**config.mk**
```make
export PLATFORM = sky130hd
export DESIGN_NAME = lru_replacer_table_top_flat
export DESIGN_NICKNAME = d
export VERILOG_FILES = /design/src/hw/rtl/lrut_pkg.sv /design/src/hw/rtl/lrut_cmd_if.sv /design/src/hw/rtl/lrut_rsp_if.sv /design/src/hw/rtl/lrut_cell.sv /design/src/hw/rtl/lru_replacer_table_top.sv /design/src/flat_wrapper.sv
export VERILOG_INCLUDE_DIRS = /design/src /design/src/hw/rtl
export SDC_FILE = /design/constraint.sdc
export NUM_CORES = 2
export LEC_CHECK = 0
export BUFFER_PORTS_ARGS = -buffer_cell sky130_fd_sc_hd__buf_4
export CELL_PAD_IN_SITES_DETAIL_PLACEMENT = 0
export CELL_PAD_IN_SITES_GLOBAL_PLACEMENT = 1
export CORE_ASPECT_RATIO = 2
export CORE_MARGIN = 3
export CORE_UTILIZATION = 40
export DETAILED_ROUTE_END_ITERATION = 16
export PLACE_DENSITY = 0.71
export SYNTH_ARGS = -nofsm -noshare
export SYNTH_HDL_FRONTEND = slang
export SYNTH_SLANG_ARGS = --single-unit
export TNS_END_PERCENT = 30
```
**constraint.sdc**
```tcl
create_clock -name clk -period 7.2 [get_ports clk]
set_input_delay 1.8 -clock clk [delete_from_list [all_inputs] [get_ports clk]]
set_output_delay 1.8 -clock clk [all_outputs]
set_load 0.005 [all_outputs]
```
**src/hw/rtl/assert_macros.svh**
```systemverilog
// Assertion macros for the RTL of the recency list.
`ifndef ASSERT_MACROS_SVH
`define ASSERT_MACROS_SVH

// A property that must hold on every clock edge out of reset.
`define LRUT_ASSERT(label, prop, msg) \
	label: assert property (@(posedge clk) disable iff (!arst_n) (prop)) else $error(msg);

// A consequence that must hold in the cycle after its trigger.
`define LRUT_ASSERT_NEXT(label, trig, cons, msg) \
	label: assert property (@(posedge clk) disable iff (!arst_n) (trig) |=> (cons)) \
		else $error(msg);

`endif

```
**src/hw/rtl/lrut_pkg.sv**
```systemverilog
// Constants and types shared by the recency list modules.
package lrut_pkg;

	localparam int ENTRIES   = 64;
	localparam int IDX_W     = $clog2(ENTRIES);
	localparam int CNT_W     = IDX_W + 1;
	localparam int FRAME_W   = 8;
	localparam int CMD_W     = 2;
	localparam int CAP_W     = 7;

	localparam logic [CMD_W-1:0] CMD_UNPIN  = 2'd0;
	localparam logic [CMD_W-1:0] CMD_PIN    = 2'd1;
	localparam logic [CMD_W-1:0] CMD_VICTIM = 2'd2;

	localparam logic [CAP_W-1:0] CAP_RESET = CAP_W'(64);

	// Control broadcast from the top level to every slot of the row.
	typedef struct packed {
		logic               en;
		logic               ins;
		logic               rem;
		logic [IDX_W-1:0]   rm_idx;
		logic [CNT_W-1:0]   new_count;
		logic [FRAME_W-1:0] key;
	} cell_ctl_t;

endpackage

```
**src/hw/rtl/lrut_cmd_if.sv**
```systemverilog
// Command channel: an operation and the frame it applies to.
interface lrut_cmd_if import lrut_pkg::*; ();
	logic               valid;
	logic               ready;
	logic [CMD_W-1:0]   command;
	logic [FRAME_W-1:0] frame_no;

	modport source (output valid, command, frame_no, input ready);
	modport sink   (input valid, command, frame_no, output ready);
endinterface

```
**src/hw/rtl/lrut_rsp_if.sv**
```systemverilog
// Response channel: outcome, evicted frame and the entry count.
interface lrut_rsp_if import lrut_pkg::*; ();
	logic               valid;
	logic               ready;
	logic               success;
	logic [FRAME_W-1:0] victim_frame;
	logic [CNT_W-1:0]   entry_count;

	modport source (output valid, success, victim_frame, entry_count, input ready);
	modport sink   (input valid, success, victim_frame, entry_count, output ready);
endinterface

```
**src/hw/rtl/lrut_cell.sv**
```systemverilog
// One slot of the recency row: holds a frame, matches it and shifts with its neighbours.
module lrut_cell import lrut_pkg::*; (
	input  logic               clk,
	input  logic               arst_n,
	input  logic [IDX_W-1:0]   idx,
	input  cell_ctl_t          ctl,
	input  logic [FRAME_W-1:0] left_frame,
	input  logic [FRAME_W-1:0] right_frame,
	input  logic               right_valid,
	output logic [FRAME_W-1:0] frame_q,
	output logic               valid_q,
	output logic               hit,
	output logic               tail
);

	assign hit  = valid_q && (frame_q == ctl.key);
	// The oldest entry is the last valid slot, before an empty one or at the end of the row.
	assign tail = valid_q && !right_valid;

	always_ff @(posedge clk) begin
		if (ctl.en) begin
			if (ctl.ins) begin
				frame_q <= left_frame;
			end else if (ctl.rem && (idx >= ctl.rm_idx)) begin
				frame_q <= right_frame;
			end
		end
	end

	// Valid slots always form a prefix of the row, so the new count decides each bit.
	always_ff @(posedge clk or negedge arst_n) begin
		if (!arst_n) begin
			valid_q <= 1'b0;
		end else if (ctl.en) begin
			valid_q <= ({1'b0, idx} < ctl.new_count);
		end
	end

endmodule

```
**src/hw/rtl/lru_replacer_table_top.sv**
```systemverilog
// Top level of the recency list: row of slots, command decode and response register.
//
//   channel   dir   handshake        payload
//   cmd       in    valid/ready      command, frame_no
//   rsp       out   valid/ready      success, victim_frame, entry_count
//   cfg       in    cfg_we           cfg_wdata (capacity)
//
// Each item is decoded and applied to the whole row as it is accepted, one item per cycle
// unless a response stalls; the response appears in the cycle after acceptance.
// The response register frees up as it is taken, so a new item enters while the
// previous response is being taken; a stalled response holds off the next item.
// Reset empties the list and sets the capacity to 64 at once; no clearing pass.
module lru_replacer_table_top import lrut_pkg::*; (
	input  logic              clk,
	input  logic              arst_n,
	lrut_cmd_if.sink          cmd,
	lrut_rsp_if.source        rsp,
	input  logic              cfg_we,
	input  logic [CAP_W-1:0]  cfg_wdata
);

	logic [CAP_W-1:0]   capacity_q;
	logic [CNT_W-1:0]   count_q;
	logic [CNT_W-1:0]   eff_cap;
	logic               accept;
	logic               victim_pop;

	logic               rsp_valid_q;
	logic               success_q;
	logic [FRAME_W-1:0] victim_q;
	logic [CNT_W-1:0]   entry_count_q;

	logic [FRAME_W-1:0] frame_vec [ENTRIES];
	logic [ENTRIES-1:0] valid_vec;
	logic [ENTRIES-1:0] hit_vec;
	logic [ENTRIES-1:0] tail_vec;

	logic               any_hit;
	logic [IDX_W-1:0]   hit_idx;
	logic [FRAME_W-1:0] tail_frame;
	logic [CNT_W-1:0]   count_dec;

	cell_ctl_t          ctl;
	logic               ok;
	logic [FRAME_W-1:0] victim_d;

	assign accept    = cmd.valid && cmd.ready;
	assign cmd.ready = !rsp_valid_q || rsp.ready;

	always_comb begin
		if (capacity_q == '0) begin
			eff_cap = CNT_W'(1);
		end else if (capacity_q > CAP_W'(ENTRIES)) begin
			eff_cap = CNT_W'(ENTRIES);
		end else begin
			eff_cap = CNT_W'(capacity_q);
		end
	end

	// Frames in the list are distinct, so at most one slot hits and one slot is the tail.
	always_comb begin
		hit_idx    = '0;
		tail_frame = '0;
		for (int i = 0; i < ENTRIES; i++) begin
			hit_idx    = hit_idx | (hit_vec[i] ? IDX_W'(i) : '0);
			tail_frame = tail_frame | (tail_vec[i] ? frame_vec[i] : '0);
		end
	end

	assign any_hit   = |hit_vec;
	assign count_dec = count_q - CNT_W'(1);

	always_comb begin
		ctl.en        = accept;
		ctl.ins       = 1'b0;
		ctl.rem       = 1'b0;
		ctl.rm_idx    = hit_idx;
		ctl.new_count = count_q;
		ctl.key       = cmd.frame_no;
		ok            = 1'b0;
		victim_d      = '0;
		unique case (cmd.command)
			CMD_UNPIN: begin
				if (!any_hit) begin
					ctl.ins = 1'b1;
					ok      = 1'b1;
					// A full list loses its oldest entry as the row shifts.
					if (count_q < eff_cap) begin
						ctl.new_count = count_q + CNT_W'(1);
					end
				end
			end
			CMD_PIN: begin
				if (any_hit) begin
					ctl.rem       = 1'b1;
					ctl.new_count = count_dec;
					ok            = 1'b1;
				end
			end
			CMD_VICTIM: begin
				if (count_q != '0) begin
					ctl.rem       = 1'b1;
					ctl.rm_idx    = count_dec[IDX_W-1:0];
					ctl.new_count = count_dec;
					victim_d      = tail_frame;
					ok            = 1'b1;
				end
			end
			default: begin
			end
		endcase
	end

	for (genvar i = 0; i < ENTRIES; i++) begin : g_row
		logic [FRAME_W-1:0] left_frame;
		logic [FRAME_W-1:0] right_frame;
		logic               right_valid;

		if (i == 0) begin : g_head
			assign left_frame = cmd.frame_no;
		end else begin : g_body
			assign left_frame = frame_vec[i-1];
		end

		if (i == ENTRIES - 1) begin : g_last
			assign right_frame = '0;
			assign right_valid = 1'b0;
		end else begin : g_inner
			assign right_frame = frame_vec[i+1];
			assign right_valid = valid_vec[i+1];
		end

		lrut_cell u_slot (
			.clk         (clk),
			.arst_n      (arst_n),
			.idx         (IDX_W'(i)),
			.ctl         (ctl),
			.left_frame  (left_frame),
			.right_frame (right_frame),
			.right_valid (right_valid),
			.frame_q     (frame_vec[i]),
			.valid_q     (valid_vec[i]),
			.hit         (hit_vec[i]),
			.tail        (tail_vec[i])
		);
	end

	always_ff @(posedge clk or negedge arst_n) begin
		if (!arst_n) begin
			capacity_q  <= CAP_RESET;
			count_q     <= '0;
			rsp_valid_q <= 1'b0;
		end else begin
			if (cfg_we && (count_q == '0)) begin
				capacity_q <= cfg_wdata;
			end
			if (accept) begin
				count_q <= ctl.new_count;
			end
			if (accept) begin
				rsp_valid_q <= 1'b1;
			end else if (rsp.ready) begin
				rsp_valid_q <= 1'b0;
			end
		end
	end

	always_ff @(posedge clk) begin
		if (accept) begin
			success_q     <= ok;
			victim_q      <= victim_d;
			entry_count_q <= ctl.new_count;
		end
	end

	assign rsp.valid        = rsp_valid_q;
	assign rsp.success      = success_q;
	assign rsp.victim_frame = victim_q;
	assign rsp.entry_count  = entry_count_q;

	assign victim_pop = accept && (cmd.command == CMD_VICTIM) && (count_q != '0);

`include "assert_macros.svh"

	`LRUT_ASSERT(a_count_in_cap, count_q <= eff_cap, "entry count exceeds capacity")
	`LRUT_ASSERT(a_single_hit, $onehot0(hit_vec), "frame listed in more than one slot")
	`LRUT_ASSERT(a_valid_prefix, $countones(valid_vec) == 32'(count_q), "valid bits off count")
	`LRUT_ASSERT_NEXT(a_victim_pops, victim_pop, success_q && (count_q == $past(count_dec)), "no pop")

endmodule
```
**src/flat_wrapper.sv**
```systemverilog
// flat-port wrapper written by rule: the top's interface ports become plain ports
module lru_replacer_table_top_flat import lrut_pkg::*;
  (clk, arst_n, cfg_we, cfg_wdata, cmd_valid, cmd_command, cmd_frame_no, cmd_ready, rsp_valid, rsp_success, rsp_victim_frame, rsp_entry_count, rsp_ready);
  lrut_cmd_if cmd_i ();
  lrut_rsp_if rsp_i ();
  input  logic clk;
  input  logic arst_n;
  input  logic cfg_we;
  input  logic [CAP_W-1:0] cfg_wdata;
  input wire logic [$bits(cmd_i.valid)-1:0] cmd_valid;
  input wire logic [$bits(cmd_i.command)-1:0] cmd_command;
  input wire logic [$bits(cmd_i.frame_no)-1:0] cmd_frame_no;
  output wire logic [$bits(cmd_i.ready)-1:0] cmd_ready;
  output wire logic [$bits(rsp_i.valid)-1:0] rsp_valid;
  output wire logic [$bits(rsp_i.success)-1:0] rsp_success;
  output wire logic [$bits(rsp_i.victim_frame)-1:0] rsp_victim_frame;
  output wire logic [$bits(rsp_i.entry_count)-1:0] rsp_entry_count;
  input wire logic [$bits(rsp_i.ready)-1:0] rsp_ready;
  assign cmd_i.valid = cmd_valid;
  assign cmd_i.command = cmd_command;
  assign cmd_i.frame_no = cmd_frame_no;
  assign cmd_ready = cmd_i.ready;
  assign rsp_valid = rsp_i.valid;
  assign rsp_success = rsp_i.success;
  assign rsp_victim_frame = rsp_i.victim_frame;
  assign rsp_entry_count = rsp_i.entry_count;
  assign rsp_i.ready = rsp_ready;
  lru_replacer_table_top u_core (.clk(clk), .arst_n(arst_n), .cmd(cmd_i), .rsp(rsp_i), .cfg_we(cfg_we), .cfg_wdata(cfg_wdata));
endmodule
```
==> results.toml <==
[critical_path]
worst_ep_required_time_ps = 7590
critical_path_class = "input port to flop"
cpMaxStageDelayCell = "nor3_1"
critPathTopFamily = "simple AND/OR/NAND/NOR gates"
ff2ff_setup_slack_ps = 1250
critPathArrivalTime_ps = 7190
end_kind = "flop"
cp_common_cell = "buf_4"
startpoint_type = "input port"
critPathBufInv = 7
path_max_fanout = 18
path_cells = "buf_4 -> buf_4 -> xnor2_1 -> nand3_1 -> nor3_1 -> nor4_1 -> buf_4 -> nand4_1 -> buf_4 -> nor3_4 -> buf_4 -> o21ai_1 -> nand3_1 -> buf_4 -> or3_1 -> o21ai_0 -> buf_4"
slowest_delay_ps = 1070

[clock_network]
insertion_delay_ps = 720
clock_sinks = 606
htreeDepth = 2
cts_root_buffer = "clkbuf_16"
numCtsBuffers = 58
cts_setup_buffers = 0
clk_path_buf_depth = 3
cts_resized = 0
cts.clk_slew.worst_paths_ps = 60
hold_buffers = 0
cts_tree = "done"

[routing]
first_pass_iters = 7
ant_nets = 0
drc = 0
drtIter0Drc = 5255
dr_wl_met2_um = 106000
routed_via_density = 6.58
routedWlPerCell_um = 43.8
top_layer_used = "met5"
m1WireLength_um = 73800
dr_total_vias = 35800
wl_met3_um = 22600
wl_um = 238000

[final_layout]
syn_to_final_growth_pct = 13.2
fillers = 8942
seq_area_um2 = 17800
multi_input_area_um2 = 17600
final_core_util = 0.459
final_common_cell = "nand2_1"
fin_area_um2 = 41600
layout.nets = 4212
final_layout_size_suffix_gt1_frac = 0.105
layout_common_cells = "nand2_1, edfxtp_1, xnor2_1"

[global_routing]
grt_max_degree = 173
antenna_found_initial = 22
grt_util_all_layers = 0.493
grt_pass1_vias = 33700
grt_overflow = 0
grt_first_pass_wirelength_um = 314000

[yosys]
synth.distinct_cells = 78
synth-async-reset-ratio = 0.129
ys_seq_elements = 606
netlist_instances = 4099
synth_edf_count = 528
netlist_area_um2 = 36800
ys.flop_type = "edfxtp_1"
yosysWarnings = 0
ys_seq_area_frac = 0.484
mappedNetlistNets = 4133
synth_area_per_cell_um2 = 8.97

[timing]
period_share = 0.944
worstMarginPinSlew_ps = 1440
period_minus_slack_ps = 6800
max_freq_mhz = 147
finalSetupViolCount = 0
setup_tns_ps = 0
slew-limit-headroom = 0.0372
hold_violations = 0
finalMaxSlewViolations = 0
finalHoldWorstSlack_ps = 546
finClkSkew_ps = 25.8
rsz0062_at_grt = "false"

[power]
leakage_uw = 0.0164
power_density_nw_per_um2 = 331
power_uw = 13800
vdd_drop_max_mv = 0.254

[placement]
gp_congestion = 1.14
placed_cell_area_um2 = 39500
io_buffers = 39
dpl.hpwl_um = 187000

[status]
status = "finished, final reports clean"

[flow_run]
max_cap_viol_count = 0

[floorplan]
pin_count = 40
rows = 156
start_util = 0.405
dieArea_um2 = 95800
die_h_um = 435
die_width_um = 220
core_um2 = 90800

[min_path]
worstHoldPathType = "flop to flop"
[path summary, 6_finish.rpt]
kind | start | endpoint | cells after the start
max | cmd_frame_no[5] | u_core.g_row[18].u_slot.frame_q[5]$_DFFE_PP_ | 17
min | u_core.g_row[35].u_slot.frame_q[4]$_DFFE_PP_ | u_core.g_row[36].u_slot.frame_q[4]$_DFFE_PP_ | 2
max reg2reg | u_core.g_row[25].u_slot.frame_q[3]$_DFFE_PP_ | u_core.g_row[55].u_slot.frame_q[5]$_DFFE_PP_ | 13
min reg2reg | u_core.g_row[35].u_slot.frame_q[4]$_DFFE_PP_ | u_core.g_row[36].u_slot.frame_q[4]$_DFFE_PP_ | 2
max in group asynchronous | arst_n | u_core.g_row[5].u_slot.valid_q$_DFFE_PN0P_ | 1
min in group asynchronous | arst_n | u_core.g_row[59].u_slot.valid_q$_DFFE_PN0P_ | 1
[layer usage]
layer / vias up / global-route usage
li1: 14300 / -
met1: 17500 / 0.505
met2: 2759 / 0.754
met3: 1229 / 0.143
met4: 2 / 0.546
met5: - / 0.00156
[cells in the mapped netlist (7+ instances only)]
| cell | count | area share |
|---|---|---|
| o211ai_1 | 11 | 0.0022 |
| ha_1 | 12 | 0.0041 |
| dfrtp_1 | 77 | 0.052 |
| a22o_1 | 44 | 0.010 |
| or2_2 | 7 | 0.0012 |
| a211oi_1 | 8 | 0.0016 |
| and3_1 | 15 | 0.0026 |
| a21oi_1 | 53 | 0.0072 |
| nand4_1 | 101 | 0.017 |
| mux2_2 | 7 | 0.0021 |
| nor4_1 | 52 | 0.0088 |
| buf_6 | 13 | 0.0040 |
| nor2_1 | 97 | 0.0099 |
| o21ai_0 | 41 | 0.0056 |
| o31ai_1 | 9 | 0.0018 |
| a31oi_1 | 18 | 0.0031 |
| o21a_1 | 7 | 0.0014 |
| nor3_1 | 74 | 0.010 |
| xnor2_1 | 409 | 0.097 |
| buf_4 | 42 | 0.0086 |
| a211o_1 | 7 | 0.0017 |
| inv_1 | 24 | 0.0024 |
| and2_1 | 7 | 0.0012 |
| clkbuf_1 | 178 | 0.018 |
| a22oi_1 | 171 | 0.035 |
| xor2_1 | 105 | 0.025 |
| nand2_1 | 1631 | 0.17 |
| a221oi_1 | 45 | 0.011 |
| buf_2 | 29 | 0.0039 |
| or3_1 | 10 | 0.0017 |
| a21o_1 | 10 | 0.0020 |
| o22ai_1 | 7 | 0.0012 |
| nand2b_1 | 15 | 0.0026 |
| nand3_1 | 83 | 0.011 |
| edfxtp_1 | 528 | 0.43 |
| nor2b_1 | 67 | 0.011 |
[worst register-to-register path: stages (launching register included)]
cell and delay (ps):
edfxtp_1 560, xnor2_1 850, nand4_1 190, nor3_1 950
or4_4 390, nor4_4 90, and4_1 340, nand3_1 320
nor2_4 80, buf_4 170, nor2_1 360, inv_1 100
o21ai_0 770, inv_1 440
[flip-flops by register name, indices dropped and copies added, names as in the netlist]
name	flops
u_core.rsp.valid	1
u_core.rsp.success	1
u_core.capacity_q	7
u_core.rsp.entry_count	7
u_core.g_row.u_slot.frame_q	512
u_core.g_row.u_slot.valid_q	64
u_core.count_q	6
u_core.rsp.victim_frame	8
[cell families after synthesis]
family	count (synthesis)	share of synthesized area
AO/OA/AOI/OAI	478	0.0973
buffers and inverters	294	0.0379
adder cells (fa/ha/maj)	12	0.00408
flip-flops	606	0.484
XOR/XNOR	514	0.122
multiplexers	11	0.00323
AND/OR/NAND/NOR	2184	0.251
[power by group]
part           leakage (uW)  total [uW]  internal (uW)  switching, uW
Combinational       0.00974        4960           1520           3440
Sequential          0.00570        5420           4340           1070
Clock              0.000979        3390           1850           1540
Total                0.0164       13800           7720           6050
[final cells by class]
cell class                      count  share of cell area
Sequential cell                   606               0.428
Tap cell                         1185              0.0356
Timing Repair Buffer              286              0.0604
Clock buffer                       67              0.0375
Multi-Input combinational cell   3199               0.424
Antenna cell                       20             0.00120
Inverter                           27             0.00246
Clock inverter                     43              0.0111
[metrics by stage]
| stage | setup WS (ps) | std cells |
|---|---|---|
| floorplan | 1390 | 4099 |
| global placement | 136 | 5299 |
| detailed placement | 113 | 5299 |
| CTS | 848 | 5409 |
| global route | 594 | 5414 |
| finish | 405 | 5433 |
No activity file was read; power rests on OpenSTA's default activity.
